**config.mk**
```make
export PLATFORM = sky130hd
export DESIGN_NAME = kdrq_cell
export DESIGN_NICKNAME = d
export VERILOG_FILES = /design/src/rtl/kdrq_pkg.sv /design/src/rtl/kdrq_cell.sv
export SDC_FILE = /design/constraint.sdc
export NUM_CORES = 1
export LEC_CHECK = 0
export ABC_AREA = 1
export BUFFER_PORTS_ARGS = -buffer_cell sky130_fd_sc_hd__buf_2
export CORE_UTILIZATION = 50
export CTS_CLUSTER_DIAMETER = 120
export DETAILED_ROUTE_END_ITERATION = 12
export PLACE_DENSITY = 0.95
export SLEW_MARGIN = 30
export SYNTH_ARGS = -nofsm -noshare
export SYNTH_HDL_FRONTEND = slang
export SYNTH_SLANG_ARGS = --single-unit
export TNS_END_PERCENT = 50
```
**constraint.sdc**
```tcl
create_clock -name clk -period 5.6 [get_ports clk]
set_input_delay 0.56 -clock clk [delete_from_list [all_inputs] [get_ports clk]]
set_output_delay 0.56 -clock clk [all_outputs]
set_load 0.01 [all_outputs]
```
**src/rtl/kdrq_pkg.sv**
```systemverilog
// Shared types and codes for the keyed dedup request queue.
// No dependencies; every other file in rtl/ imports this package.
package kdrq_pkg;

  localparam int ENTRIES_DEF = 64;

  localparam int OP_W    = 3;
  localparam int CID_W   = 16;
  localparam int RID_W   = 32;
  localparam int BYTES_W = 16;
  localparam int ST_W    = 2;
  localparam int CNT_OUT_W = 7;
  localparam int SUM_OUT_W = 22;

  localparam logic [OP_W-1:0] OP_APPEND = 3'd0;
  localparam logic [OP_W-1:0] OP_QUERY  = 3'd1;
  localparam logic [OP_W-1:0] OP_POP    = 3'd2;
  localparam logic [OP_W-1:0] OP_REMOVE = 3'd3;
  localparam logic [OP_W-1:0] OP_CLEAR  = 3'd4;

  localparam logic [ST_W-1:0] ST_OK      = 2'd0;
  localparam logic [ST_W-1:0] ST_DUP     = 2'd1;
  localparam logic [ST_W-1:0] ST_MISSING = 2'd2;
  localparam logic [ST_W-1:0] ST_FULL    = 2'd3;

  // Per-cell command from the controller.
  typedef struct packed {
    logic look;   // register the key compare
    logic clear;  // drop the entry
    logic shift;  // take the neighbor's entry (close a gap)
    logic load;   // write the new key at the tail
  } cell_ctl_t;

endpackage

```
**src/rtl/kdrq_cell.sv**
```systemverilog
// One queue cell: holds a single entry, compares it against the broadcast key
// and takes its upstream neighbor's entry when a gap closes. Uses kdrq_pkg.
module kdrq_cell (
  input  logic                        clk,
  input  logic                        rst,
  input  kdrq_pkg::cell_ctl_t         ctl,
  input  logic [kdrq_pkg::CID_W-1:0]   key_client,
  input  logic [kdrq_pkg::RID_W-1:0]   key_request,
  input  logic [kdrq_pkg::BYTES_W-1:0] key_bytes,
  input  logic                        nbr_valid,
  input  logic [kdrq_pkg::CID_W-1:0]   nbr_client,
  input  logic [kdrq_pkg::RID_W-1:0]   nbr_request,
  input  logic [kdrq_pkg::BYTES_W-1:0] nbr_bytes,
  output logic                        valid,
  output logic [kdrq_pkg::CID_W-1:0]   client,
  output logic [kdrq_pkg::RID_W-1:0]   request,
  output logic [kdrq_pkg::BYTES_W-1:0] bytes,
  output logic                        match,
  output logic [kdrq_pkg::BYTES_W-1:0] match_bytes
);
  import kdrq_pkg::*;

  logic hit;

  assign hit = valid && (client == key_client) && (request == key_request);

  always_ff @(posedge clk) begin
    if (rst) begin
      valid <= 1'b0;
      match <= 1'b0;
    end else begin
      if (ctl.look) begin
        match <= hit;
      end
      if (ctl.clear) begin
        valid <= 1'b0;
      end else if (ctl.shift) begin
        valid <= nbr_valid;
      end else if (ctl.load) begin
        valid <= 1'b1;
      end
    end
  end

  // Payload carries no reset; valid qualifies it.
  always_ff @(posedge clk) begin
    if (ctl.look) begin
      match_bytes <= hit ? bytes : '0;
    end
    if (!ctl.clear && ctl.shift) begin
      client  <= nbr_client;
      request <= nbr_request;
      bytes   <= nbr_bytes;
    end else if (!ctl.clear && ctl.load) begin
      client  <= key_client;
      request <= key_request;
      bytes   <= key_bytes;
    end
  end

endmodule

```
Yosys cells after proc, flatten, opt, wreduce, memory -nomap -nowiden:

Cells that the tools add are included.

* logic and storage cells: 24
* register bits: 82
* input bits: 135
* output and inout port bits: 82

* reduce and logical (&&, ||, !) cells: 8
* equal/unequal tests: 2
* muxes and demuxes: 8

Operator list (count)
* $mux W16: 4
* $mux W32: 2
* $eq A32 B32 Y1: 1
* $eq A16 B16 Y1: 1
* $logic_and A1 B1 Y1: 4
* $reduce_bool A2 Y1: 2
* $mux W1: 2
* $reduce_or A2 Y1: 1
* $logic_not A1 Y1: 1

Depth between registers and ports, before layout:

* word-level depth: 4
* depth in mapped cells: 11

Worst setup path before layout:

OpenSTA, ideal clock, no wires.

* path type: input-to-reg
* start: input ctl[2] (netlist bit)
* end: register bytes[0] (netlist bit), enable pin
* setup time: 690 ps
* required time: 4910 ps
* arrival time: 2281 ps
* stages on the path: 5
* setup slack: 2629 ps
* cell sequence: inv_1 > nand2_1 > buf_2 > buf_2 > nand2_1

* cells in the longest elaborated chain, start to end: 3

RTL lines
* start, declared: line kdrq_cell.sv:6 `input kdrq_pkg::cell_ctl_t ctl,`
* $logic_not A1 Y1 (*): line kdrq_cell.sv:50, kdrq_cell.sv:54
* $logic_and A1 B1 Y1 (on tied branches): line kdrq_cell.sv:50, kdrq_cell.sv:54
* $reduce_bool A2 Y1 (no source line) (*)
* end signal, assigned: line kdrq_cell.sv:53 `bytes <= nbr_bytes;`
* end signal, assigned: line kdrq_cell.sv:57 `bytes <= key_bytes;`
* end, declared: line kdrq_cell.sv:17 `output logic [kdrq_pkg::BYTES_W-1:0] bytes,`

Every way passes the cells marked *; elsewhere a longest branch is shown, timed or not.
A chain may end at the register's enable or synchronous reset.

Worst setup path in the final report:

* start: input ctl[2] (netlist bit)
* end: register client[6] (netlist bit), enable pin

* cells in the longest elaborated chain, start to end: 3

RTL lines
* $logic_not A1 Y1 (*): line kdrq_cell.sv:50, kdrq_cell.sv:54
* $logic_and A1 B1 Y1 (on tied branches): line kdrq_cell.sv:50, kdrq_cell.sv:54
* $reduce_bool A2 Y1 (no source line) (*)
* end signal, assigned: line kdrq_cell.sv:51 `client <= nbr_client;`
* end signal, assigned: line kdrq_cell.sv:55 `client <= key_client;`
* end, declared: line kdrq_cell.sv:15 `output logic [kdrq_pkg::CID_W-1:0] client,`

Marks and branches as above.

==> impl_metrics.toml <==
[run_status]
status = "complete, no violations"

[clock_tree]
cts_tree = "built"
post-cts-setup-buffers = 0
cts-root-buf = "clkbuf_8"
cts_hold_buf = 0
cts_resized = 0
numCtsBuffers = 9
clock_latency_ns = 0.35
cts_buffer_depth = 2
cts_max_level = 3
clock_sinks = 82
clkTransAtPathRegs_ns = 0.08

[place]
gp_congestion = 0.8026
port_buffers = 216
dpl.hpwl_um = 8285

[timing]
period_needed_ns = 1.945
rsz0062_at_grt = "false"
maxSlewViolCount = 0
setup_viol = 0
timing.slew.headroom_pct = 51.64
min_period_over_period_pct = 34.74
finalHoldViolations = 0
worst_pin_slew_ns = 0.7254
skew_ns = 0.01374
fin_tns_setup_ns = 0
fmax_mhz = 514.1

[critical_path]
r2r-start = "request[25]$_DFFE_PP_"
critPathMaxFanout = 37
endpoint_kind = "flip-flop"
reg2reg_slack_ns = 3.77
worstRegToRegCells = 9
crit_slowest_cell = "buf_4"
path_class = "in -> reg"
cp.arrival_ns = 1.93
cp_cell_sequence = "buf_2, inv_1, nand2_1, nand2_2, buf_4"
cp_data_required_time_ns = 5.58
cpPeakStageDelay_ns = 0.55
cp-start-kind = "input pin"
r2r_end = "match_bytes[1]$_SDFFCE_PN0P_"

[flow_run]
cap_violations = 0

[die]
core_area_sq_um = 8217
dieArea_sq_um = 8907
rows = 33
num_io_pins = 217
fp.dieH_um = 94.38
start_util_pct = 51.93
die_w_um = 94.38

[logic_synthesis]
seq_area_frac_synth_pct = 57.24
ys.warnings.count = 0
synth_cell_type_count = 22
synth.avg_cell_area_sq_um = 9.156
postSynthCellCount = 466
synth.ff_latch_count = 82
syn_nets = 601
syn-cell-area_sq_um = 4267

[global_routing]
grt_first_pass_wirelength_um = 16160
grt_usage_pct = 23.65
grt_remaining_overflow = 0
grt_pass1_vias = 3625
antenna_found_initial = 0
grt_max_degree = 100

[route]
wl_per_cell_um = 13.48
viasPerCell = 4.752
wl_um = 10700
drc_errors = 0
vias = 3773
drt_iter0_drc = 175
antenna_left = 0
drt-pass1-iter-count = 4

[final_layout]
fillers = 669
drive_above_1_share_pct = 40.64
regArea_sq_um = 2442
areaGrowthSynthToFinish_pct = 31.94
antenna_cells = 0
multiInputGateArea_sq_um = 1451
postLayoutCoreUtil_pct = 68.51
nets = 819

[power]
leakage_nw = 2.907
peakVddDrop_uv = 151.7
total_power_mw = 1.481
pwr_density_cell_nw_per_um2 = 263.0

[worst_hold_path]
min_path_type = "in -> reg"
worstHoldStart = "rst"
hold_end = "valid$_SDFFE_PP0P_"
hold_path_depth = 2
metal layers:
layer  track usage (%)  vias to the layer above  wire length [um]
li1                  -                     1910                 -
met1             27.78                     1719              4289
met2             43.66                      131              5734
met3             4.106                       13               552
met4             7.308                        0               127
met5                 0                        -                 0
metrics by stage:
stage,area [sq um],hold WS [ns],setup WS [ns],std cells
3_3_place_gp,5448,0.5073,3.336,778
2_1_floorplan,4267,0.5355,2.629,466
6_report,5629,0.4154,3.655,794
5_1_grt,5629,0.4076,3.555,794
4_1_cts,5625,0.4030,3.634,794
3_5_place_dp,5448,0.5436,3.267,778
critical path, delay by kind of cell:
family	cells	cell delay, ns
buffers and inverters	3	0.76
AND/OR/NAND/NOR	2	0.58
worst max-delay path by stage:
stage / from / to / depth (start not counted)
after global placement: ctl[2] / client[4]$_DFFE_PP_ / 5
final: ctl[2] / client[6]$_DFFE_PP_ / 5
after global routing: ctl[2] / client[6]$_DFFE_PP_ / 5
after CTS: ctl[2] / client[8]$_DFFE_PP_ / 5
after floorplan: ctl[2] / bytes[0]$_DFFE_PP_ / 5
after detailed placement: ctl[2] / client[2]$_DFFE_PP_ / 5
cells by family (layout without fill, tap and decap cells):
kind of cell	count (synthesis)	after routing	share of synthesized area (%)
xor+xnor	9	9	1.848
buf+inv	98	321	8.973
mux	29	29	7.654
compound gates	43	43	5.279
simple gates	205	205	19.00
flops	82	82	57.24
power breakdown:
part	switching [mW]	internal [mW]	total [mW]
Combinational	0.164	0.130	0.294
Sequential	0.0384	0.746	0.784
Clock	0.235	0.167	0.402
area by class of cell:
cell class | count | area share, %
Inverter | 87 | 5.801
Clock inverter | 6 | 0.8891
Sequential cell | 82 | 43.39
Clock buffer | 10 | 2.267
Tap cell | 105 | 2.334
Multi-Input combinational cell | 286 | 25.78
Timing Repair Buffer | 218 | 19.54
cell usage after synthesis:
cell type  number  area share, %
nand2_2         1           0.15
buf_6           1           0.26
a2111oi_0       1           0.21
nand2_1       119             10
dfxtp_1         2           0.94
a21oi_1        36            4.2
o21bai_1        1           0.18
o21ai_0         2           0.23
nor2_4          1           0.26
buf_2           6           0.70
mux2_2         29            7.7
nor2_2         11            1.6
o22ai_1         3           0.44
xnor2_1         6            1.2
xor2_1          3           0.62
nor2_1         70            6.2
edfxtp_1       80             56
clkbuf_1        4           0.35
inv_2           3           0.26
inv_1          84            7.4
nor3_1          1           0.12
nand3_1         2           0.23
flip-flops by register name (all words and copies together) (netlist names):
register     cells
match_bytes     16
client          16
match            1
bytes           16
valid            1
request         32
layout by cell type, fill, tap and decap left out, drive strengths merged:
cell type	Yosys	final
a2111oi	1	1
a21oi	36	36
buf	7	218
clkbuf	4	10
clkinv	0	1
clkinvlp	0	2
dfxtp	2	2
edfxtp	80	80
inv	87	90
mux2	29	29
nand2	120	120
nand3	2	2
nor2	82	82
nor3	1	1
o21ai	2	2
o21bai	1	1
o22ai	3	3
xnor2	6	6
xor2	3	3
No activity file was read; power rests on OpenSTA's default activity.
