## config.mk

```make
export PLATFORM = sky130hd
export DESIGN_NAME = kdrq_ctrl
export DESIGN_NICKNAME = d
export VERILOG_FILES = /design/src/rtl/kdrq_pkg.sv /design/src/rtl/kdrq_ctrl.sv
export SDC_FILE = /design/constraint.sdc
export NUM_CORES = 1
export LEC_CHECK = 0
export BUFFER_PORTS_ARGS = -buffer_cell sky130_fd_sc_hd__buf_2
export CORE_AREA = 2 2 647 649
export DETAILED_ROUTE_END_ITERATION = 7
export DIE_AREA = 0 0 649 651
export MAX_ROUTING_LAYER = met4
export REMOVE_ABC_BUFFERS = 1
export SYNTH_ARGS = -nofsm -noshare
export SYNTH_HDL_FRONTEND = slang
export SYNTH_SLANG_ARGS = --single-unit
```

## constraint.sdc

```tcl
create_clock -name clk -period 5.1 [get_ports clk]
set_input_delay 0.51 -clock clk [delete_from_list [all_inputs] [get_ports clk]]
set_output_delay 0.51 -clock clk [all_outputs]
set_load 0.05 [all_outputs]
```

## src/rtl/kdrq_pkg.sv

```systemverilog
// Shared types and codes for the keyed dedup request queue.
// No dependencies; every other file in rtl/ imports this package.
package kdrq_pkg;

  localparam int ENTRIES_DEF = 64;

  localparam int OP_W    = 3;
  localparam int CID_W   = 16;
  localparam int RID_W   = 32;
  localparam int BYTES_W = 16;
  localparam int ST_W    = 2;
  localparam int CNT_OUT_W = 7;
  localparam int SUM_OUT_W = 22;

  localparam logic [OP_W-1:0] OP_APPEND = 3'd0;
  localparam logic [OP_W-1:0] OP_QUERY  = 3'd1;
  localparam logic [OP_W-1:0] OP_POP    = 3'd2;
  localparam logic [OP_W-1:0] OP_REMOVE = 3'd3;
  localparam logic [OP_W-1:0] OP_CLEAR  = 3'd4;

  localparam logic [ST_W-1:0] ST_OK      = 2'd0;
  localparam logic [ST_W-1:0] ST_DUP     = 2'd1;
  localparam logic [ST_W-1:0] ST_MISSING = 2'd2;
  localparam logic [ST_W-1:0] ST_FULL    = 2'd3;

  // Per-cell command from the controller.
  typedef struct packed {
    logic look;   // register the key compare
    logic clear;  // drop the entry
    logic shift;  // take the neighbor's entry (close a gap)
    logic load;   // write the new key at the tail
  } cell_ctl_t;

endpackage

```

## src/rtl/kdrq_ctrl.sv

```systemverilog
// Controller: accepts a command beat, sequences the compare and update phases,
// keeps count and byte total, and registers the result beat. Uses kdrq_pkg.
module kdrq_ctrl #(
  parameter int ENTRIES = kdrq_pkg::ENTRIES_DEF
) (
  input  logic                            clk,
  input  logic                            rst,
  input  logic                            start,
  output logic                            busy,
  input  logic [kdrq_pkg::OP_W-1:0]        opcode,
  input  logic [kdrq_pkg::CID_W-1:0]       client_tag,
  input  logic [kdrq_pkg::RID_W-1:0]       request_seq,
  input  logic [kdrq_pkg::BYTES_W-1:0]     req_bytes,
  output logic [kdrq_pkg::CID_W-1:0]       key_client,
  output logic [kdrq_pkg::RID_W-1:0]       key_request,
  output logic [kdrq_pkg::BYTES_W-1:0]     key_bytes,
  output kdrq_pkg::cell_ctl_t             ctl [ENTRIES],
  input  logic [ENTRIES-1:0]              match_vec,
  input  logic [kdrq_pkg::BYTES_W-1:0]     match_bytes [ENTRIES],
  input  logic [kdrq_pkg::CID_W-1:0]       head_client,
  input  logic [kdrq_pkg::RID_W-1:0]       head_request,
  input  logic [kdrq_pkg::BYTES_W-1:0]     head_bytes,
  output logic                            done,
  output logic [kdrq_pkg::ST_W-1:0]        status,
  output logic                            was_head,
  output logic [kdrq_pkg::CID_W-1:0]       out_client_id,
  output logic [kdrq_pkg::RID_W-1:0]       out_request_id,
  output logic [kdrq_pkg::BYTES_W-1:0]     out_bytes,
  output logic [kdrq_pkg::CNT_OUT_W-1:0]   entry_count,
  output logic [kdrq_pkg::SUM_OUT_W-1:0]   byte_total
);
  import kdrq_pkg::*;

  localparam int CNT_RAW = $clog2(ENTRIES + 1);
  localparam int CNT_W   = (CNT_RAW > CNT_OUT_W) ? CNT_RAW : CNT_OUT_W;
  localparam int SUM_RAW = BYTES_W + $clog2(ENTRIES);
  localparam int SUM_W   = (SUM_RAW > SUM_OUT_W) ? SUM_RAW : SUM_OUT_W;

  localparam logic [1:0] PH_IDLE = 2'd0;
  localparam logic [1:0] PH_LOOK = 2'd1;
  localparam logic [1:0] PH_EXEC = 2'd2;

  logic [1:0]         phase, phase_next;
  logic [OP_W-1:0]    op;
  logic [CNT_W-1:0]   count, count_next;
  logic [SUM_W-1:0]   total, total_next;
  logic               accept;
  logic               exec;

  logic               hit;
  logic [BYTES_W-1:0] hit_bytes;
  logic [ENTRIES-1:0] rm_sel;
  logic [ENTRIES-1:0] rm_mask;
  logic               do_load;
  logic               do_clear;
  logic [ST_W-1:0]    st_next;
  logic               wh_next;
  logic               pop_out;

  assign busy   = (phase == PH_LOOK);
  assign accept = start && !busy;
  assign exec   = (phase == PH_EXEC);
  assign hit    = |match_vec;

  always_comb begin
    hit_bytes = '0;
    for (int i = 0; i < ENTRIES; i++) begin
      hit_bytes = hit_bytes | match_bytes[i];
    end
  end

  always_comb begin
    phase_next = phase;
    case (phase)
      PH_IDLE: phase_next = accept ? PH_LOOK : PH_IDLE;
      PH_LOOK: phase_next = PH_EXEC;
      PH_EXEC: phase_next = accept ? PH_LOOK : PH_IDLE;
      default: phase_next = PH_IDLE;
    endcase
  end

  // Decide the update from the registered compare results.
  always_comb begin
    count_next = count;
    total_next = total;
    rm_sel     = '0;
    do_load    = 1'b0;
    do_clear   = 1'b0;
    st_next    = ST_OK;
    wh_next    = 1'b0;
    pop_out    = 1'b0;
    case (op)
      OP_APPEND: begin
        if (hit) begin
          st_next = ST_DUP;
        end else if (count == CNT_W'(ENTRIES)) begin
          st_next = ST_FULL;
        end else begin
          do_load    = 1'b1;
          count_next = count + CNT_W'(1);
          total_next = total + SUM_W'(key_bytes);
        end
      end
      OP_QUERY: begin
        st_next = hit ? ST_OK : ST_MISSING;
      end
      OP_POP: begin
        if (count == '0) begin
          st_next = ST_MISSING;
        end else begin
          pop_out    = 1'b1;
          rm_sel     = ENTRIES'(1);
          count_next = count - CNT_W'(1);
          total_next = total - SUM_W'(head_bytes);
        end
      end
      OP_REMOVE: begin
        if (!hit) begin
          st_next = ST_MISSING;
        end else begin
          wh_next    = match_vec[0];
          rm_sel     = match_vec;
          count_next = count - CNT_W'(1);
          total_next = total - SUM_W'(hit_bytes);
        end
      end
      OP_CLEAR: begin
        do_clear   = 1'b1;
        count_next = '0;
        total_next = '0;
      end
      default: begin
        st_next = ST_MISSING;
      end
    endcase
  end

  // The removed cell and every cell behind it take their neighbor's entry.
  assign rm_mask = ~(rm_sel - ENTRIES'(1));

  for (genvar i = 0; i < ENTRIES; i++) begin : g_ctl
    assign ctl[i].look  = busy;
    assign ctl[i].clear = exec && do_clear;
    assign ctl[i].shift = exec && rm_mask[i];
    assign ctl[i].load  = exec && do_load && (count == CNT_W'(i));
  end

  always_ff @(posedge clk) begin
    if (rst) begin
      phase <= PH_IDLE;
      count <= '0;
      total <= '0;
      done  <= 1'b0;
    end else begin
      phase <= phase_next;
      done  <= exec;
      if (exec) begin
        count <= count_next;
        total <= total_next;
      end
    end
  end

  always_ff @(posedge clk) begin
    if (accept) begin
      op          <= opcode;
      key_client  <= client_tag;
      key_request <= request_seq;
      key_bytes   <= req_bytes;
    end
    if (exec) begin
      status         <= st_next;
      was_head       <= wh_next;
      out_client_id  <= pop_out ? head_client  : '0;
      out_request_id <= pop_out ? head_request : '0;
      out_bytes      <= pop_out ? head_bytes   : '0;
      entry_count    <= count_next[CNT_OUT_W-1:0];
      byte_total     <= total_next[SUM_OUT_W-1:0];
    end
  end

endmodule

```

# After elaboration in Yosys (flattened, before gate mapping)
# Cells that the tools add are included.
# totals
regBits	195
out_inout_bits	418
# classes
add_sub_neg	6
eq_ne	70
n_mux	26
bitwise	64
reduce_logical	139
# op_table
op	n
$or 16x16->16	63
$eq 7x6->1 const B	32
$logic_and 1x1->1	131
$pmux 64 s2	1
$eq 7x5->1 const B	16
$mux 22	4
$pmux 22 s4	1
$mux 64	1
$not 64->64	1
$reduce_or 64->1	1
$sub 64x1->64 const B	1
$eq 7x4->1 const B	8
$sub 22x16->22	2
$eq 7x3->1 const B	4
$mux 7	4
$pmux 7 s4	1
$add 22x16->22	1
$eq 7x2->1 const B	2
$mux 1	8
$mux 2	4
$pmux 2 s4	1
$add 7x1->7 const B	1
$eq 7x1->1 const B	1
$eq 7x7->1 const B	1
other kinds (13)	15

# Logic depth before layout (Yosys ltp)
# Gate-level depths: netlist of the first run.
# depth
depth_word	66
depth_mapped	17
depth_no_buf	15

# Worst setup path before layout of the first run
# OpenSTA, ideal clock, no wires.
# synth_timing
kind	in2out
from	in match_vec[8]
to	out ctl[181] (netlist bit)
t_arrival_ns	4.778
required_ns	4.590
setup_slack_ns	-0.188
stages	16
n_path_buf	6
cell_sequence	buf_4 -> or4_1 -> clkbuf_1 -> or4_1 -> nor4_1 -> a21oi_1 -> clkbuf_1 -> clkbuf_1 -> buf_1 -> nand2_1 -> ha_1 -> clkbuf_1 -> nand2_1 -> nor3_1 -> nand3_1 -> a31oi_1
# synth_rtl
element	line	rtl
start: declaration	kdrq_ctrl.sv:18	input logic [ENTRIES-1:0] match_vec,
end: declaration	kdrq_ctrl.sv:17	output kdrq_pkg::cell_ctl_t ctl [ENTRIES],

==> out/qor.yml, run 1 <==
setup_path:
  endpoint_kind: "output port"
  required_ns: 4.59
  r2r_slack_ns: 1.15
  start_kind: "input pin"
  cp.arrival_ns: 4.34
  criticalPathCategory: "in2out"
  rr_worst_depth: 12
  cp_max_fo: 7
detailed_routing:
  viasPerCell: 2.66
  antenna_left: 0
  routed_wl_um: 280000
  detailroute.via_count: 24700
  drc: 0
  wl_per_cell_um: 30.1
  drt_iter0_drc: 2151
  dr.pass1.iters: 5
clock_tree:
  clk_pin_slew_ns: 0.10
  root_buffer: "clkbuf_16"
  cts_buffer_depth: 3
  cts_setup_buffers: 0
  numCtsBuffers: 25
  hold_buffers: 0
  cts_tree: "built"
  cts.sinks: 195
  clock_latency_ns: 0.60
  cts_max_level: 4
logic_synthesis:
  async_flop_share_pct: 0
  synth_cells: 1885
  synth-edff-count: 163
  synth_xor_area_share_pct: 2.78
  synth_mux_area_share_pct: 0.508
  synth_top_family_by_area: "simple AND/OR/NAND/NOR gates"
  synth_compound_area_share_pct: 16.2
  synth_fa_ha_area_share_pct: 4.66
  yosys.area_share.simple_pct: 31.9
  syn_area_um2: 15800
  yosys_register_bits: 195
  synth_cell_types: 78
  synth_area_per_cell_um2: 8.37
  synth-main-ff-cell: "edfxtp_1"
  yosys_warnings: 0
  ys_seq_area_share_pct: 35.1
sta:
  fmax_mhz: 206
  timing.final.crit_share_pct: 95.2
  whs_ns: 0.0769
  setup_violations: 0
  fin_ws_ns: 0.246
  fin_skew_ns: 0.0652
  grt_setup_unrepaired: "false"
  slew_violations: 0
  final-hold-violation-count: 0
  slew_headroom_pct: 27.9
  tightest_slew_ns: 1.07
  final.min_clock_period_ns: 4.85
power_and_ir_drop:
  sw_frac_of_total_pct: 39.4
  peakVddDrop_uv: 189
  p_leak_nw: 12.9
  p_seq_share_pct: 32.7
  combPwrFrac_pct: 33.1
  p_clk_share_pct: 34.1
  total_power_w: 0.00565
  powerDensity_nw_per_um2: 168
  p_sw_w: 0.00222
  p_int_w: 0.00343
run_status:
  status: "finished clean"
floorplan:
  core_um2: 415000
  die_h_um: 651
  initial_core_util_pct: 3.80
  die-area_um2: 422000
  ios: 1640
  rows: 237
  die_w_um: 649
worst_hold_path:
  hold_depth: 1
  min_path_type: "in2reg"
finish:
  fillers: 48900
  layout-drive-gt1-share_pct: 55.4
  area_growth_pct: 113
  finalNetCount: 4840
placed_design:
  dp_hpwl_um: 260000
  dp_slack_ns: -0.587
  gp_congestion: 0.958
  io_buffers: 1639
global_route:
  grt_pass1_wl_um: 327000
  grt_max_degree: 98
  grt-ovfl-total: 0
  grt_pass1_vias: 22800
  grt.total_usage_pct: 13.1
  antenna_found_initial: 349
job:
  maxCapViolCount: 0
flip-flops by register name (all words and copies together) (netlist names):
signal / cells
key_request: 32
out_request_id: 32
byte_total: 22
total: 22
key_bytes: 16
key_client: 16
out_bytes: 16
out_client_id: 16
count: 7
entry_count: 7
op: 3
phase: 2
status: 2
done: 1
was_head: 1
Yosys cell counts, drive strengths merged, types with 39 or more instances:
master  count  area, um^2
ha         54         676
a21oi     110         551
clkbuf     56         210
nand2     116         435
nor2      218         836
nand4      75         469
edfxtp    163        4890
nor3       46         235
o21ai      95         483
nor4      292        1830
and2       57         357
buf       143        1030
inv        39         146
final timing paths:
check | from | endpoint
hold reg to reg | phase[0] | phase[0]
setup reg to reg | count[1] | total[0]
hold / removal | request_seq[9] | key_request[9]
setup / recovery | match_vec[2] | ctl[5]
worst max-delay path, stage by stage:
cell	delay (ns)
buf_2	0.13
or4_1	0.76
or4_4	0.54
nor4_1	0.31
buf_4	0.20
a21oi_4	0.06
and2_1	0.18
nor2_1	0.14
ha_2	0.30
a21boi_1	0.25
o211ai_1	0.19
o211ai_1	0.25
nand2_1	0.09
a21oi_2	0.23
buf_12	0.17
cell usage in the layout, fill, tap and decap left out, types with 7 or more instances in the layout:
master     count
a211o_1        8
a211oi_1      12
a21o_1        16
a21oi_1      107
a221o_1       11
a221oi_1       7
a31oi_1       24
and2_1        56
and3_1         9
buf_12        43
buf_2       1597
buf_4        206
clkbuf_16     27
dfxtp_1       32
diode_2      233
edfxtp_1     163
ha_1          52
inv_1         39
mux2i_1        8
nand2_1      114
nand2b_1      10
nand3_1       37
nand4_1       75
nor2_1       214
nor2b_1        9
nor3_1        43
nor4_1       238
nor4_2        53
o211ai_1       9
o21a_1        17
o21ai_0       88
o21bai_1      17
o22ai_1       10
o31ai_1       12
or2_2         13
or3_1         15
or4_1         20
xnor2_1       27
xor2_1        23
through the flow:
step	utilization (%)	setup TNS, ns	area, um^2	instances
after floorplan	-	-2413.14	14500	1686
after global placement	7.75	-11.62	32200	9029
after detailed placement	7.75	-4.55	32200	9031
after CTS	7.93	0	32900	9063
after global routing	8.06	0	33500	9257
final	8.08	0	33600	9296
logic make-up after synthesis:
logic type	after synthesis
flip-flops	195
adder cells (fa/ha/maj)	57
buffers and inverters	239
multiplexers	8
XOR/XNOR	50
AO/OA/AOI/OAI	397
AND/OR/NAND/NOR	939
area by class of cell:
cell class | instances | area, um^2 | share of cell area, %
antenna | 233 | 583 | 1.74
clock buffer | 27 | 676 | 2.01
clock inverter | 5 | 51.3 | 0.153
inverter | 40 | 155 | 0.462
multi-input combinational | 1451 | 9260 | 27.6
sequential | 195 | 5540 | 16.5
tap | 5497 | 6880 | 20.5
timing repair buffer | 1848 | 10400 | 31.1
routing by layer:
layer / wire (um) / track usage [%]
met5: 0 / -
met4: 14800 / 5.41
met3: 26200 / 4.28
met2: 136000 / 22.2
met1: 103000 / 14.0
what timing repair did:
item	CTS	global route
endpoints found under the hold margin	0	0
resized for setup	4	8
setup endpoints to repair	10	41
power by group through the flow:
stage / clock network, W / registers, W / logic [W]
6_report: 0.00193 / 0.00185 / 0.00187
5_1_grt: 0.00209 / 0.00185 / 0.00198
4_1_cts: 0.00209 / 0.00185 / 0.00191
3_5_place_dp: 0 / 0.00189 / 0.00190
3_3_place_gp: 0 / 0.00189 / 0.00190
2_1_floorplan: 0 / 0.00204 / 0.000525
Note: power is estimated with default switching activity, not from simulation.
==> inputs of run 2 (changes only) <==
--- a/config.mk
+++ b/config.mk
@@ -6,9 +6,9 @@
 export NUM_CORES = 1
 export LEC_CHECK = 0
 export BUFFER_PORTS_ARGS = -buffer_cell sky130_fd_sc_hd__buf_2
-export CORE_AREA = 2 2 647 649
+export CORE_AREA = 2 2 641 643
 export DETAILED_ROUTE_END_ITERATION = 7
-export DIE_AREA = 0 0 649 651
+export DIE_AREA = 0 0 643 645
 export MAX_ROUTING_LAYER = met4
 export REMOVE_ABC_BUFFERS = 1
 export SYNTH_ARGS = -nofsm -noshare
==> constraint.sdc (replaced) <==
create_clock -name clk -period 5.9 [get_ports clk]
set_input_delay 0.59 -clock clk [delete_from_list [all_inputs] [get_ports clk]]
set_output_delay 0.59 -clock clk [all_outputs]
set_load 0.05 [all_outputs]
==> run 2 against run 1 <==
Non-clock buffer count shrank 73. Cell area decreased by 4.1%. Sequential power is 14% lower. Die area is 1.8% lower. Cell count fell by 2.1%. Sequential cell count unchanged. Sequential share of layout area rose by 0.70 points. Global-route usage decreased by 1.5 points. First-iteration DRC count increased by 1.0%. Critical path depth shrank 1. Register-to-register slack gained 0.31 ns. Count of clock-buffer cells in the layout shrank 4. Largest power group unchanged.
==> out/qor.yml, run 2 (synthesis gave the netlist of run 1 again) <==
global_route:
  grt_pass1_wl_um: 290000  # -11%
  grt.total_usage_pct: 11.6  # -1.5 points
  grt_max_degree: 66  # -33%
  grt_pass1_vias: 22400  # -1.8%
  antenna_found_initial: 289  # -17%
  grt-ovfl-total: 0  # unchanged
floorplan:
  die-area_um2: 415000  # -1.8%
  core_um2: 408000  # -1.8%
  die_h_um: 645  # -0.92%
  die_w_um: 643  # -0.92%
  rows: 235  # -0.84%
  ios: 1640  # unchanged
  initial_core_util_pct: 3.87  # +0.068 points
sta:
  slew_violations: 0  # unchanged
  final-hold-violation-count: 0  # unchanged
  timing.final.crit_share_pct: 95.6
  final.min_clock_period_ns: 5.64
  setup_violations: 0  # unchanged
  tightest_slew_ns: 1.37  # +0.294 ns
  fmax_mhz: 177
  slew_headroom_pct: 8.08  # -20 points
  grt_setup_unrepaired: "false"
  fin_skew_ns: 0.0391  # -0.0261 ns
  tns_ns: 0  # unchanged
clock_tree:
  cts_max_level: 4  # unchanged
  clock_latency_ns: 0.62  # +0.02 ns
  cts_buffer_depth: 3  # unchanged
  root_buffer: "clkbuf_16"
  cts.sinks: 195  # unchanged
  hold_buffers: 0  # unchanged
  clk_pin_slew_ns: 0.09  # about the same
  numCtsBuffers: 21  # -16%
  cts_resized: 0  # -4
  cts_setup_buffers: 0  # unchanged
  cts_tree: "built"
finish:
  finalNetCount: 4763  # -1.6%
  layout-drive-gt1-share_pct: 54.1  # -1.4 points
  top_regs: "key_request x32, out_request_id x32"
  layout_commonest_cell: "buf_2"
  area_growth_pct: 104
  layout_common_cells: "1626 x buf_2, 246 x nor4_1, 215 x nor2_1, 163 x edfxtp_1, 135 x buf_4"
detailed_routing:
  antenna_left: 0  # unchanged
  detailroute.via_count: 24000  # -2.8%
  viasPerCell: 2.63  # -0.77%
  wl_per_cell_um: 27.0  # -10%
  routed_wl_um: 245000  # -12%
  drc: 0  # unchanged
  drt_iter0_drc: 2173  # +1.0%
  dr.pass1.iters: 6  # +1
worst_hold_path:
  whs_endpoint: "key_client[8]"
  min_path_type: "in2reg"
  hold_depth: 1  # unchanged
  min-delay-start: "client_tag[8]"
power_and_ir_drop:
  peakVddDrop_uv: 145  # -23%
  sw_frac_of_total_pct: 39.8  # +0.45 points
  combPwrFrac_pct: 32.2  # -0.9 points
  total_power_w: 0.00477  # -16%
  p_int_w: 0.00287  # -16%
  p_leak_nw: 12.5  # -3.7%
  powerDensity_nw_per_um2: 148  # -12%
  p_clk_share_pct: 34.6  # +0.5 points
  p_sw_w: 0.00190  # -15%
  p_seq_share_pct: 33.3  # +0.6 points
setup_path:
  path_cells: "buf_2 > or4_1 > or4_1 > nor4_1 > a21oi_4 > buf_4 > nand2_1 > ha_1 > buf_4 > o21ai_1 > nor2_1 > nand3_1 > a31oi_1 > buf_12"
  cp_slowest_cell: "or4_1"
  timing.rr.start: "count[1]"
  r2r_slack_ns: 1.46  # +0.31 ns
  worstReg2RegEnd: "total[0]"
  criticalPathCategory: "in2out"
  endpoint_kind: "output port"
  cp.arrival_ns: 5.05  # +0.71 ns
  critPathMaxStageDelay_ns: 0.68  # -0.08 ns
  required_ns: 5.31  # +0.72 ns
  cp_max_fo: 42  # +35
  start_kind: "input pin"
  rr_worst_depth: 10  # -2
placed_design:
  io_buffers: 1639  # unchanged
  gp_congestion: 0.975  # +1.8%
  dp_hpwl_um: 225000  # -13%
job:
  maxCapViolCount: 0  # unchanged
run_status:
  status: "finished clean"
==> run 2: worst max path at each step <==
stage               cells after the start        end  slack (ns)              from
finish                                 14    ctl[13]        0.26      match_vec[8]
global route                           14    ctl[13]        0.06      match_vec[8]
CTS                                    14    ctl[13]        0.30      match_vec[8]
detailed placement                     16  total[21]       -0.24  match_bytes[696]
global placement                       16  total[21]       -0.22  match_bytes[696]
floorplan                               3   ctl[102]      -19.64          phase[0]
==> run 2: stage by stage <==
step	hold WS [ns]	setup WS [ns]	cell area, um^2	std cells	util [%]
2_1_floorplan	0.409	-19.64	14500	1686	-
3_3_place_gp	0.435	-0.225	31100	8912	7.62
3_5_place_dp	0.447	-0.240	31100	8912	7.62
4_1_cts	0.0456	0.302	31800	8945	7.79
5_1_grt	0.0896	0.0552	32100	9073	7.87
6_report	0.149	0.260	32200	9102	7.89
==> run 2: cell type report <==
class	count	area, um^2
diodes	157	393
fillers	48200	376000
inverters	40	155
well taps	5451	6820
repair buffers	1775	9430
flip-flops and latches	195	5540
clock inverters	10	151
clock buffers	23	533
multi-input cells	1451	9180
==> run 2: worst max-delay path, delay by kind of cell <==
family          cells  cell delay [ns]
buf+inv             4             0.92
simple gates        6             2.44
fa+ha+maj           1             0.18
compound gates      3             0.90
==> run 2: layer usage <==
metal | GRT usage [%] | vias up | share of wire [%]
met3 | 3.80 | 376 | 9.1
met1 | 11.9 | 11200 | 36
met4 | 4.62 | 0 | 4.5
met5 | - | - | 0
met2 | 20.3 | 1746 | 50
li1 | - | 10600 | -
==> run 2: power groups by stage <==
stage / Combinational, W / Clock (W) / Sequential (W)
6_report: 0.00153 / 0.00165 / 0.00159
3_3_place_gp: 0.00156 / 0 / 0.00162
4_1_cts: 0.00157 / 0.00179 / 0.00159
5_1_grt: 0.00163 / 0.00179 / 0.00159
2_1_floorplan: 0.000454 / 0 / 0.00177
3_5_place_dp: 0.00156 / 0 / 0.00162
